**src/rtl/core/whp_queue.sv**
```systemverilog
module whp_queue #(
  parameter int unsigned WIDTH = 8
) (
  input  logic             clk_i,
  input  logic             rst_ni,
  input  logic             push_i,
  input  logic [WIDTH-1:0] data_i,
  output logic             full_o,
  input  logic             pop_i,
  output logic             empty_o,
  output logic [WIDTH-1:0] data_o
);

  logic [WIDTH-1:0] mem_q [2];
  logic             wr_q, wr_d, rd_q, rd_d;
  logic [1:0]       cnt_q, cnt_d;
  logic             do_push, do_pop;

  assign full_o  = (cnt_q == 2'd2);
  assign empty_o = (cnt_q == 2'd0);
  assign data_o  = mem_q[rd_q];
  assign do_push = push_i && !full_o;
  assign do_pop  = pop_i && !empty_o;

  always_comb begin
    wr_d  = do_push ? ~wr_q : wr_q;
    rd_d  = do_pop ? ~rd_q : rd_q;
    cnt_d = cnt_q + 2'(do_push) - 2'(do_pop);
  end

  always_ff @(posedge clk_i or negedge rst_ni) begin
    if (!rst_ni) begin
      wr_q  <= 1'b0;
      rd_q  <= 1'b0;
      cnt_q <= 2'd0;
    end else begin
      wr_q  <= wr_d;
      rd_q  <= rd_d;
      cnt_q <= cnt_d;
    end
  end

  always_ff @(posedge clk_i) begin
    if (do_push) begin
      mem_q[wr_q] <= data_i;
    end
  end

endmodule

```
**config.mk**
```make
export PLATFORM = sky130hd
export DESIGN_NAME = whp_queue
export DESIGN_NICKNAME = d
export VERILOG_FILES = /design/src/rtl/core/whp_queue.sv
export SDC_FILE = /design/constraint.sdc
export NUM_CORES = 1
export LEC_CHECK = 0
export ABC_AREA = 1
export ABC_CLOCK_PERIOD_IN_PS = 3000
export BUFFER_PORTS_ARGS = -buffer_cell sky130_fd_sc_hd__buf_4
export CAP_MARGIN = 40
export CORE_ASPECT_RATIO = 1.4
export CORE_MARGIN = 2
export CORE_UTILIZATION = 39
export CTS_BUF_LIST = sky130_fd_sc_hd__clkbuf_4
export DETAILED_ROUTE_END_ITERATION = 16
export PLACE_DENSITY = 0.7
export SYNTH_ARGS = -nofsm -noshare
export SYNTH_HDL_FRONTEND = slang
export SYNTH_SLANG_ARGS = --single-unit
```
**constraint.sdc**
```tcl
create_clock -name clk_i -period 3 [get_ports clk_i]
set_input_delay 0.9 -clock clk_i [delete_from_list [all_inputs] [get_ports clk_i]]
set_output_delay 0.9 -clock clk_i [all_outputs]
set_load 0.01 [all_outputs]
```
After elaboration in Yosys (flattened, before gate mapping)
Memories as Yosys holds them, arrays and structs flattened.
Index checks and enable logic that the tools add are counted.
{"block": "word_totals", "reg_bits": 4, "word_cells": 16, "inputBits": 12, "output_inout_bits": 10, "mem_bits_rw": 16, "mem_count": 1}
{"name": "mem_q", "words": 2, "word_bits": 8, "rd": 1, "rd_ports_with_merged_regs": 0, "write_ports": 1, "line_no": "14", "rtl": "logic [WIDTH-1:0] mem_q [2];"}
{"block": "classes", "muxes": 2, "bitwise": 2, "n_addsub": 2, "n_reduce_logical": 5, "eq_ne": 1}
{"op": "adder 2 x 1 -> 2 bit", "count": 1}
{"op": "equality test 2 bit (second input constant)", "count": 1}
{"op": "logical AND 1 bit", "count": 2}
{"op": "logical NOT 1 bit", "count": 2}
{"op": "logical NOT 2 bit", "count": 1}
{"op": "two-way mux 1 bit", "count": 2}
{"op": "NOT 1 bit", "count": 2}
{"op": "subtractor 2 x 1 -> 2 bit", "count": 1}

Logic depth before layout (Yosys ltp)
{"block": "logic_depth", "word_depth": 5, "ltp_mapped": 10, "mapped_depth_nobuf": 10}

Worst setup path before layout
No wires, ideal clock.
{"block": "synth_timing", "path_kind": "input port to flip-flop", "startpoint": "input push_i", "endpoint": "memory mem_q[1][0], enable pin", "arrival_ns": 1.325, "setup_time_ns": 0.371, "n_path_buf": 0, "slack_ns": 1.305, "required_ns": 2.629, "path_stages": 2, "cell_sequence": "nand2_2 > nor2_1"}
{"block": "synth_via", "elab_chain_cells": 3}
{"element": "start: declaration", "line_no": "6", "rtl": "input logic push_i,"}
{"element": "logical AND 1 bit", "line_no": "22", "rtl": "assign do_push = push_i && !full_o;"}
{"element": "two-way mux 1 bit", "line_no": "44", "rtl": "if (do_push) begin"}
{"element": "two-way mux 1 bit (implied by the code)", "line_no": "45", "rtl": "mem_q[wr_q] <= data_i;"}
{"element": "end: declaration", "line_no": "14"}
No other way between the ends.

Final worst setup path
{"block": "layout_timing", "startpoint": "register rd_q", "endpoint": "output data_o[2]"}
{"block": "layout_via", "elab_chain_cells": 1}
{"element": "start: declaration", "line_no": "15", "rtl": "logic wr_q, wr_d, rd_q, rd_d;"}
{"element": "start signal: assignment", "line_no": "38", "rtl": "rd_q <= rd_d;"}
{"element": "memory read (2 x 8 bit)"}
{"element": "end: declaration", "line_no": "11", "rtl": "output logic [WIDTH-1:0] data_o"}
No other way between the ends.

==> out/metrics.cfg <==
[logic_synthesis]
synth_top_area_frac = 0.578
ys_types = 12
synth_seq_cells = 20
synth.largest_area_cell = edfxtp_1
ys_top_cells_by_area = edfxtp_1 58%, nand2_1 16%, dfrtp_1 12%
synth_area_um2 = 831
synth_fp_nets = 89
ys_seq_area_frac = 0.699
yosys_warnings = 0
postSynthCellCount = 75
avgSynthCellArea_um2 = 11.1

[cells_and_area]
layout_common_cells = 35 x nand2_1, 21 x buf_4, 16 x edfxtp_1
nets = 114
num-fill-cells = 185
mostFrequentLayoutCell = nand2_1
drive_above_1_share = 0.303
area_growth_pct = 27.1
antenna_cells = 0
fin_util = 0.529

[route]
dr.pass1.iters = 2
drt-wirelength-per-cell_um = 11.0
via_count = 550
route.detailed.drc = 0
drtIter0Drc = 11
wirelength_um = 1320
post_drt_via_cell_ratio = 4.58
ant_nets = 0

[die]
start_util = 0.416
fp-row-count = 19
die_w_um = 43.0
die-area_um2 = 2520
fp.dieH_um = 58.6
ios = 22
core_area_um2 = 2000

[worst_hold_path]
hold_path.class = primary input to async pin

[clock_network]
cts_made_buffers = 3
cts_sinks = 20
worstSkewPairLatency_ps = 300
cts_hold_buf = 0
cts.clk_slew.worst_paths_ps = 110
root_buffer = clkbuf_4
cts_setup_buffers = 0
cts_resized = 0
htree_levels = 1
cts_tree = yes
clock_path_buffers = 2

[grt]
grt_max_degree = 13
grt_pass1_wl_um = 2170
grt_pass1_vias = 520
antenna_found_initial = 0
grt.total_usage = 0.118
overflow = 0

[power_and_ir_drop]
power_density_nw_per_um2 = 965
ir_worst_vdd_mv = 0.515
p_leak_nw = 0.520

[timing]
final.setup.tns_ps = 0
finalHoldViolations = 0
slew_headroom = 0.575
finalCritPeriodShare = 0.742
timing.fmax_mhz = 449
period_needed_ps = 2230
rsz0062_at_grt = false
setup_viol = 0
worst-slew-pin-transition_ps = 635
fin_skew_ps = 6.26
slew_viol_final = 0

[place]
gp_congestion = 0.668
io_buffers = 21
hpwl_um = 990

[job]
drv_cap = 0

[status]
status = finished clean

[worst_setup_path]
end_kind = output pin
crit_type = register to output pin
crit_fanout = 10
worstPathRequired_ps = 2100
crit_path_start_kind = register
arrival_ps = 1330

## cells by family after synthesis
family                   count (synthesis)  synth area share
buffers and inverters                   12            0.0693
adder cells (fa/ha/maj)                  2            0.0301
flip-flops                              20             0.699
AND/OR/NAND/NOR                         41             0.202
## worst max-delay path, cell delays in order, from the launching register on
cell	delay [ps]
dfrtp_1	570
clkinv_4	160
nand2_1	100
nand2_1	50
buf_4	140
## worst paths after layout
check,start,end,slack (ps),cells past startpoint
min reg2reg,wr_q,wr_q,500,2
max reg2reg,cnt_q[1],mem_q[1][3],1530,3
min in group clk_i,wr_q,wr_q,500,2
max in group asynchronous,rst_ni,rd_q,2520,1
max,rd_q,data_o[2],770,4
min,rst_ni,wr_q,370,1
## metrics by stage
step	std cells	instance area (um^2)	power [mW]	hold slack, ps	setup slack [ps]
floorplan	75	831	0.667	442	1300
detailed placement	116	1000	0.820	463	1050
global route	120	1060	1.10	357	638
finish	120	1060	1.02	370	773
global placement	116	1000	0.803	460	1110
CTS	120	1060	1.04	361	738
## sequential cells by signal, summed over array words and instances, names as in the netlist
signal  count
cnt_q       2
wr_q        1
mem_q      16
rd_q        1
## report_power, final
part	switching, mW	total (mW)	leakage, nW	internal [mW]
clock	0.0811	0.216	0.0279	0.135
sequential	0.0452	0.431	0.197	0.386
combinational	0.210	0.372	0.295	0.162
total	0.336	1.02	0.520	0.683
## Yosys cell counts (all sizes together)
cell type / instances
nor2: 1
inv: 10
dfrtp: 4
nand3: 3
ha: 2
clkinv: 1
buf: 1
nand2: 37
edfxtp: 16
## per-layer routing
metal  global-route usage  vias to the layer above  part of all wire
met5                    0                        -                 0
met2                0.203                       17              0.50
met3               0.0184                        4             0.046
li1                     -                      285                 -
met4               0.0779                        0             0.019
met1                0.135                      244              0.43
## final cells by class
| type | instances | area [um^2] | share of cell area |
|---|---|---|---|
| clock buffers | 3 | 22.5 | 0.0213 |
| clock inverters | 1 | 30.0 | 0.0284 |
| inverters | 11 | 46.3 | 0.0438 |
| multi-input cells | 43 | 193 | 0.182 |
| flip-flops and latches | 20 | 581 | 0.550 |
| well taps | 21 | 26.3 | 0.0249 |
| repair buffers | 21 | 158 | 0.149 |
(Power assumes the default switching activity.)
