`src/rtl/core/whp_pkg.sv`:
```
package whp_pkg;

  localparam int unsigned TABLE_SLOTS_DEF    = 1024;
  localparam int unsigned MAX_WORD_CHARS_DEF = 32;

  localparam logic [31:0] HASH_SEED  = 32'd5381;
  localparam int unsigned HASH_SHIFT = 5;
  localparam int unsigned SLOT_OUT_W = 10;
  localparam int unsigned DIV_STEPS  = 3;

  localparam logic ACT_INSERT = 1'b0;
  localparam logic ACT_LOOKUP = 1'b1;

  typedef enum logic [1:0] {
    ST_OK       = 2'd0,
    ST_MISS     = 2'd1,
    ST_TOO_LONG = 2'd2
  } status_e;

  typedef enum logic [2:0] {
    B_CLEAR,
    B_IDLE,
    B_DIV,
    B_READ,
    B_CHECK,
    B_DONE
  } back_state_e;

  typedef struct packed {
    logic                  found;
    logic                  inserted;
    status_e               status;
    logic [SLOT_OUT_W-1:0] slot;
  } res_t;

endpackage

```
`src/rtl/core/whp_front.sv`:
```
module whp_front #(
  parameter int unsigned MAX_WORD_CHARS = whp_pkg::MAX_WORD_CHARS_DEF,
  localparam int unsigned WORD_W = MAX_WORD_CHARS * 8,
  localparam int unsigned JOB_W  = WORD_W + 34
) (
  input  logic             clk_i,
  input  logic             rst_ni,
  input  logic             push_i,
  output logic             full_o,
  input  logic             action_i,
  input  logic [7:0]       char_code_i,
  input  logic             last_char_i,
  input  logic             busy_i,
  input  logic             job_full_i,
  output logic             job_push_o,
  output logic [JOB_W-1:0] job_data_o
);

  localparam int unsigned LEN_W = $clog2(MAX_WORD_CHARS + 2);

  logic [31:0]       hash_q, hash_d, hash_n;
  logic [LEN_W-1:0]  len_q, len_d, len_n;
  logic [WORD_W-1:0] buf_q, buf_n, word_m;
  logic              acc;

  assign full_o     = job_full_i || busy_i;
  assign acc        = push_i && !full_o;
  assign job_push_o = acc && last_char_i;

  always_comb begin
    hash_n = hash_q;
    len_n  = len_q;
    buf_n  = buf_q;
    if (char_code_i != 8'd0) begin
      hash_n = (hash_q << whp_pkg::HASH_SHIFT) + hash_q + 32'(char_code_i);
      for (int i = 0; i < MAX_WORD_CHARS; i++) begin
        if (len_q == LEN_W'(i)) begin
          buf_n[i*8 +: 8] = char_code_i;
        end
      end
      if (len_q <= LEN_W'(MAX_WORD_CHARS)) begin
        len_n = len_q + LEN_W'(1);
      end
    end
    // zero pad past the word end
    for (int i = 0; i < MAX_WORD_CHARS; i++) begin
      word_m[i*8 +: 8] = (LEN_W'(i) < len_n) ? buf_n[i*8 +: 8] : 8'd0;
    end
    hash_d = hash_q;
    len_d  = len_q;
    if (acc) begin
      hash_d = last_char_i ? whp_pkg::HASH_SEED : hash_n;
      len_d  = last_char_i ? '0 : len_n;
    end
  end

  assign job_data_o = {action_i, (len_n > LEN_W'(MAX_WORD_CHARS)), hash_n, word_m};

  always_ff @(posedge clk_i or negedge rst_ni) begin
    if (!rst_ni) begin
      hash_q <= whp_pkg::HASH_SEED;
      len_q  <= '0;
    end else begin
      hash_q <= hash_d;
      len_q  <= len_d;
    end
  end

  always_ff @(posedge clk_i) begin
    if (acc) begin
      buf_q <= buf_n;
    end
  end

endmodule

```
`config.mk`:
```
export PLATFORM = sky130hd
export DESIGN_NAME = whp_front
export DESIGN_NICKNAME = d
export VERILOG_FILES = /design/src/rtl/core/whp_pkg.sv /design/src/rtl/core/whp_front.sv
export SDC_FILE = /design/constraint.sdc
export NUM_CORES = 1
export LEC_CHECK = 0
export ABC_AREA = 1
export BUFFER_PORTS_ARGS = -buffer_cell sky130_fd_sc_hd__buf_2
export CORE_ASPECT_RATIO = 1.4
export CORE_MARGIN = 8
export CORE_UTILIZATION = 45
export CTS_BUF_LIST = sky130_fd_sc_hd__clkbuf_8
export CTS_CLUSTER_DIAMETER = 120
export CTS_CLUSTER_SIZE = 28
export DETAILED_ROUTE_END_ITERATION = 10
export PLACE_DENSITY = 0.72
export SLEW_MARGIN = 20
export SYNTH_ARGS = -nofsm -noshare
export SYNTH_HDL_FRONTEND = slang
export SYNTH_SLANG_ARGS = --single-unit
```
`constraint.sdc`:
```
create_clock -name clk_i -period 5.3 [get_ports clk_i]
set_input_delay 0 -clock clk_i [delete_from_list [all_inputs] [get_ports clk_i]]
set_output_delay 0 -clock clk_i [all_outputs]
set_load 0.02 [all_outputs]
```
Word level (Yosys, flattened, before mapping)
Cells that the tools add are included.
{"block": "word_totals", "reg_bits": 294, "in_bits": 15, "out_inout_bits": 292, "word_cells": 147}
{"block": "op_classes", "n_addsub": 3, "order_cmp": 34, "eq_ne": 31, "mux": 70, "reduce_logical": 6}
{"operator": "2-to-1 mux 8 bit", "n": 64}
{"operator": "2-to-1 mux 256 bit", "n": 1}
{"operator": "== test 6 x 5 -> 1 bit, second input constant", "n": 16}
{"operator": "< comparator 5 x 6 -> 1 bit, first input constant", "n": 16}
{"operator": "2-to-1 mux 32 bit", "n": 2}
{"operator": "== test 6 x 4 -> 1 bit, second input constant", "n": 8}
{"operator": "< comparator 4 x 6 -> 1 bit, first input constant", "n": 8}
{"operator": "adder 32 bit", "n": 1}
{"operator": "adder 32 x 8 -> 32 bit", "n": 1}
{"operator": "== test 6 x 3 -> 1 bit, second input constant", "n": 4}
{"operator": "< comparator 3 x 6 -> 1 bit, first input constant", "n": 4}
{"operator": "2-to-1 mux 6 bit", "n": 3}
{"operator": "== test 6 x 2 -> 1 bit, second input constant", "n": 2}
{"operator": "< comparator 1 x 6 -> 1 bit, first input constant", "n": 2}
{"operator": "< comparator 2 x 6 -> 1 bit, first input constant", "n": 2}
{"operator": "nonzero test 8 bit", "n": 1}
{"operator": "adder 6 x 1 -> 6 bit, second input constant", "n": 1}
{"operator": "== test 6 x 1 -> 1 bit, second input constant", "n": 1}
{"operator": "greater-than comparator 6 bit, second input constant", "n": 1}
{"operator": "<= comparator 6 bit, second input constant", "n": 1}
{"operator": "zero test 6 bit", "n": 1}
{"operator": "logical AND 1 bit", "n": 2}
{"operator": "zero test 1 bit", "n": 1}
{"operator": "logical OR 1 bit", "n": 1}

Longest topological paths before layout
{"block": "depth", "depth_word": 5, "ltp_mapped": 17, "ltp_nobuf": 16}

Worst setup path before layout
OpenSTA, ideal clock, no wires.
{"block": "synth_timing", "path_kind": "input to register", "start": "in job_full_i", "end": "reg hash_q[20]", "setup_ns": 0.477, "arrival_time_ns": 7.798, "required_time_ns": 4.823, "slack_ns": -2.976, "cell_stages": 5, "n_path_buf": 1, "path_cell_list": "inv_1 > nand3_1 > inv_1 > clkbuf_1 > o21ai_0"}
{"block": "synth_via", "elab_chain_cells": 3}
{"element": "start: declaration", "line_no": "whp_front.sv:14", "source": "input logic job_full_i,"}
{"element": "logical OR 1 bit", "line_no": "whp_front.sv:26", "source": "assign full_o = job_full_i || busy_i;"}
{"element": "zero test 1 bit", "line_no": "whp_front.sv:27", "source": "assign acc = push_i && !full_o;"}
{"element": "logical AND 1 bit", "line_no": "whp_front.sv:27"}
{"element": "via acc", "line_no": "whp_front.sv:24", "source": "logic acc;"}
{"element": "end signal: assignment", "line_no": "whp_front.sv:61", "source": "hash_q <= whp_pkg::HASH_SEED;"}
{"element": "end signal: assignment", "line_no": "whp_front.sv:64", "source": "hash_q <= hash_d;"}
{"element": "end: declaration", "line_no": "whp_front.sv:21", "source": "logic [31:0] hash_q, hash_d, hash_n;"}
The timed path passes the listed nets, and every way through them passes these cells.
A chain may end at the register's enable or synchronous reset.

Worst setup path after layout
{"block": "layout_timing", "start": "in char_code_i[3]", "end": "out job_data_o[187]"}
{"block": "layout_via", "elab_chain_cells": 4, "word_cells_on_any_way": 6, "cone_classes": "order compare (1); mux (4); reduce/logical (1)"}
{"element": "start: declaration", "line_no": "whp_front.sv:11", "source": "input logic [7:0] char_code_i,"}
{"element": "nonzero test 8 bit", "line_no": "whp_front.sv:34", "source": "if (char_code_i != 8'd0) begin"}
{"element": "2-to-1 mux 6 bit", "line_no": "whp_front.sv:34"}
{"element": "< comparator 5 x 6 -> 1 bit", "line_no": "whp_front.sv:47", "source": "word_m[i*8 +: 8] = (LEN_W'(i) < len_n) ? buf_n[i*8 +: 8] : 8'd0;"}
{"element": "2-to-1 mux 8 bit *", "line_no": "whp_front.sv:47"}
{"element": "end: declaration", "line_no": "whp_front.sv:16", "source": "output logic [JOB_W-1:0] job_data_o"}
Every way passes the cells marked *; elsewhere a longest branch is shown, timed or not.

==> results.cfg <==
[status]
status = completed

[critical_path]
cp_data_arrival_time_ns = 4.34
crit_family = simple AND/OR/NAND/NOR gates
slowest_stage = nor2_2
r2r_slack_ns = 2.19
path_class = primary input to output pin
cp_slowest_stage_delay_ns = 0.76
cp.required_ns = 5.30
startpoint_type = primary input
path_max_fanout = 56
critPathBufInv = 5
critPathCaptureType = output pin
path_cells = dlygate4sd3_1, buf_2, inv_2, nand2_1, nor3_2, nand2_4, inv_2, nor2_2, nand3_1, o21a_1, nor2_1, buf_2

[final_layout]
final_cells = 3129
nets = 2660
drive_gt1_frac = 0.159
synthToLayoutAreaGrowth_pct = 13.0

[timing]
worst_pin_slew_ns = 0.995
setup_viol = 0
finalClockSkew_ns = 0.0794
period_share = 0.818
final.min_clock_period_ns = 4.34
hold_violations = 0
slew_viol_final = 0
rsz0062_at_grt = no
setup_tns_ns = 0
relSlewSlack = 0.334
max_freq_mhz = 231

[drt]
route.met3.wl_mm = 3.24
detail-route-antenna-nets = 0
dr.first_iter.drc_count = 1017
num_vias = 16000
drtPass1Iterations = 7
wl_met2_mm = 29.6
wl_per_cell_um = 18.8
met1_length_mm = 22.7
viasPerCell = 5.10
routed.top_layer = met5
postRouteWirelength_mm = 58.8
drc = 0

[yosys]
synth_xor_area_frac = 0.00379
synth_nets = 2394
synth_seq_cells = 294
ys_types = 46
async_reset_ff_frac = 0.129
synthAdderAreaFrac = 0.0463
synth_top_area_cell = edfxtp_1
yosys-top-cells-count = nand2_1 (610), inv_1 (420), nor2_1 (284), edfxtp_1 (256), o21a_1 (246)
synth-compound-area-share = 0.136
synth_edf_count = 256
netlist.area_leader.share = 0.416
synth_top_family_by_area = simple AND/OR/NAND/NOR gates
ys.flop_type = edfxtp_1
synth.area.mux_share = 0
synth_cells = 2313
synth_area_leaders = edfxtp_1 (42%), nand2_1 (12%), o21a_1 (10%)
synth-simple-area-share = 0.238
syn_area_um2 = 18500
seq_area_frac_synth = 0.467
yosysWarnings = 0
yosysMostFrequentCell = nand2_1
avgSynthCellArea_um2 = 8.00

[pwr]
p_sw_frac = 0.481
power.internal_uw = 4360
comb_power_share = 0.527
ir_drop_mv = 0.308
p_switching_uw = 4040
power_frac_seq = 0.343
pwr-share-clk = 0.130
p_leak_uw = 0.0111
pwr_density_cell_nw_per_um2 = 402

[floorplanning]
initial_utilization = 0.453
fp-row-count = 88
die_width_um = 187
ioPinCount = 307
core_um2 = 40800
dieArea_um2 = 47900
die_y_um = 256

[global_route]
antenna_found_initial = 2
grt_usage = 0.238
grt_pass1_vias = 16100
grt_pass1_wl_mm = 90.3
grt_max_degree = 103
grt_overflow = 0

[flow_run]
drv_cap = 0

[min_path]
hold_path_class = primary input to output pin

[clock_network]
clk_latency_ns = 0.62
cts_root_buf = clkbuf_8
htree_levels = 1
cts_made_buffers = 15
clock_path_buffers = 3
tritoncts = built
clock_sinks = 294

[placement]
dp.cells = 3088
dp_hpwl_mm = 43.4
gp_congestion = 0.937
port_buffers = 304
-- state kept, by name, indices dropped and copies added, names as in the netlist --
name and flops:
buf_q 256, hash_q 32, len_q 6
-- worst register-to-register path, delay by kind of cell, from the launching register on --
kind | cells | cell delay, ns
xor+xnor | 1 | 0.10
buf+inv | 2 | 0.13
flops | 1 | 0.58
fa+ha+maj | 2 | 0.88
compound gates | 1 | 0.49
simple gates | 8 | 0.91
-- metal layers --
metal / GRT usage / vias up
met5: 0 / -
met2: 0.425 / 567
met1: 0.269 / 7375
met4: 0.130 / 2
li1: - / 7880
met3: 0.0344 / 141
-- kinds of logic after synthesis --
logic type | after synthesis
compound gates | 362
xor+xnor | 8
fa+ha+maj | 66
buf+inv | 516
flops | 294
simple gates | 1067
-- power groups by stage --
| stage | clock network (uW) | logic (uW) | registers, uW |
|---|---|---|---|
| global placement | 0 | 4390 | 2930 |
| CTS | 1120 | 4460 | 2880 |
| global route | 1180 | 4880 | 2900 |
| finish | 1100 | 4430 | 2880 |
| detailed placement | 0 | 4440 | 2930 |
| floorplan | 0 | 2950 | 2860 |
-- final timing paths --
path,startpoint,endpoint,depth (start not counted)
worst max-delay path,char_code_i[3],job_data_o[187],12
worst min-delay path,action_i,job_data_o[289],0
worst max register to register,hash_q[0],hash_q[14],14
worst min register to register,hash_q[30],hash_q[30],2
max in group asynchronous,rst_ni,hash_q[12],4
min in group asynchronous,rst_ni,hash_q[9],3
-- timing repair --
action	CTS	global route
buffers inserted	0	0
resized for setup	0	0
hold buffers	12	1
endpoints found under the hold margin	73	11
-- stage by stage --
| stage | total power (uW) | utilization | setup slack, ns | hold slack [ns] | instance area [um2] |
|---|---|---|---|---|---|
| final | 8400 | 0.512 | 0.962 | 0.0000593 | 20900 |
| after global routing | 8960 | 0.512 | 0.562 | 0.000148 | 20900 |
| after CTS | 8460 | 0.511 | 1.01 | 0.000149 | 20900 |
| after detailed placement | 7370 | 0.501 | 1.55 | 0.000149 | 20500 |
| after global placement | 7320 | 0.501 | 1.62 | 0.000149 | 20500 |
| after floorplan | 5820 | - | 1.01 | -0.296 | 18500 |
-- layout by cell type, fill, tap and decap left out, drive strengths merged --
master	count
o22ai	11
o21a	246
and2	12
fa	4
o211ai	5
dlygate4sd3	13
nand2	632
inv	441
xnor2	4
o21ai	30
clkinvlp	1
ha	62
dfstp	5
a21o	1
diode	1
a31oi	1
nand3	99
xor2	4
nand4	8
nand3b	2
buf	320
nor3	8
a31o	2
dfrtp	33
a21oi	62
nor4	1
clkinv	1
clkbuf	15
nor2	290
or2	15
o21bai	3
edfxtp	256
a22o	1
-- final cells by class --
cell class	instances	area, um2
clock inverters	11	87.6
clock buffers	15	206
inverters	432	1630
multi-input cells	1503	7850
flip-flops and latches	294	8640
well taps	540	676
fillers	3957	19900
diodes	1	2.50
repair buffers	333	1810
No activity file was read; power rests on OpenSTA's default activity.
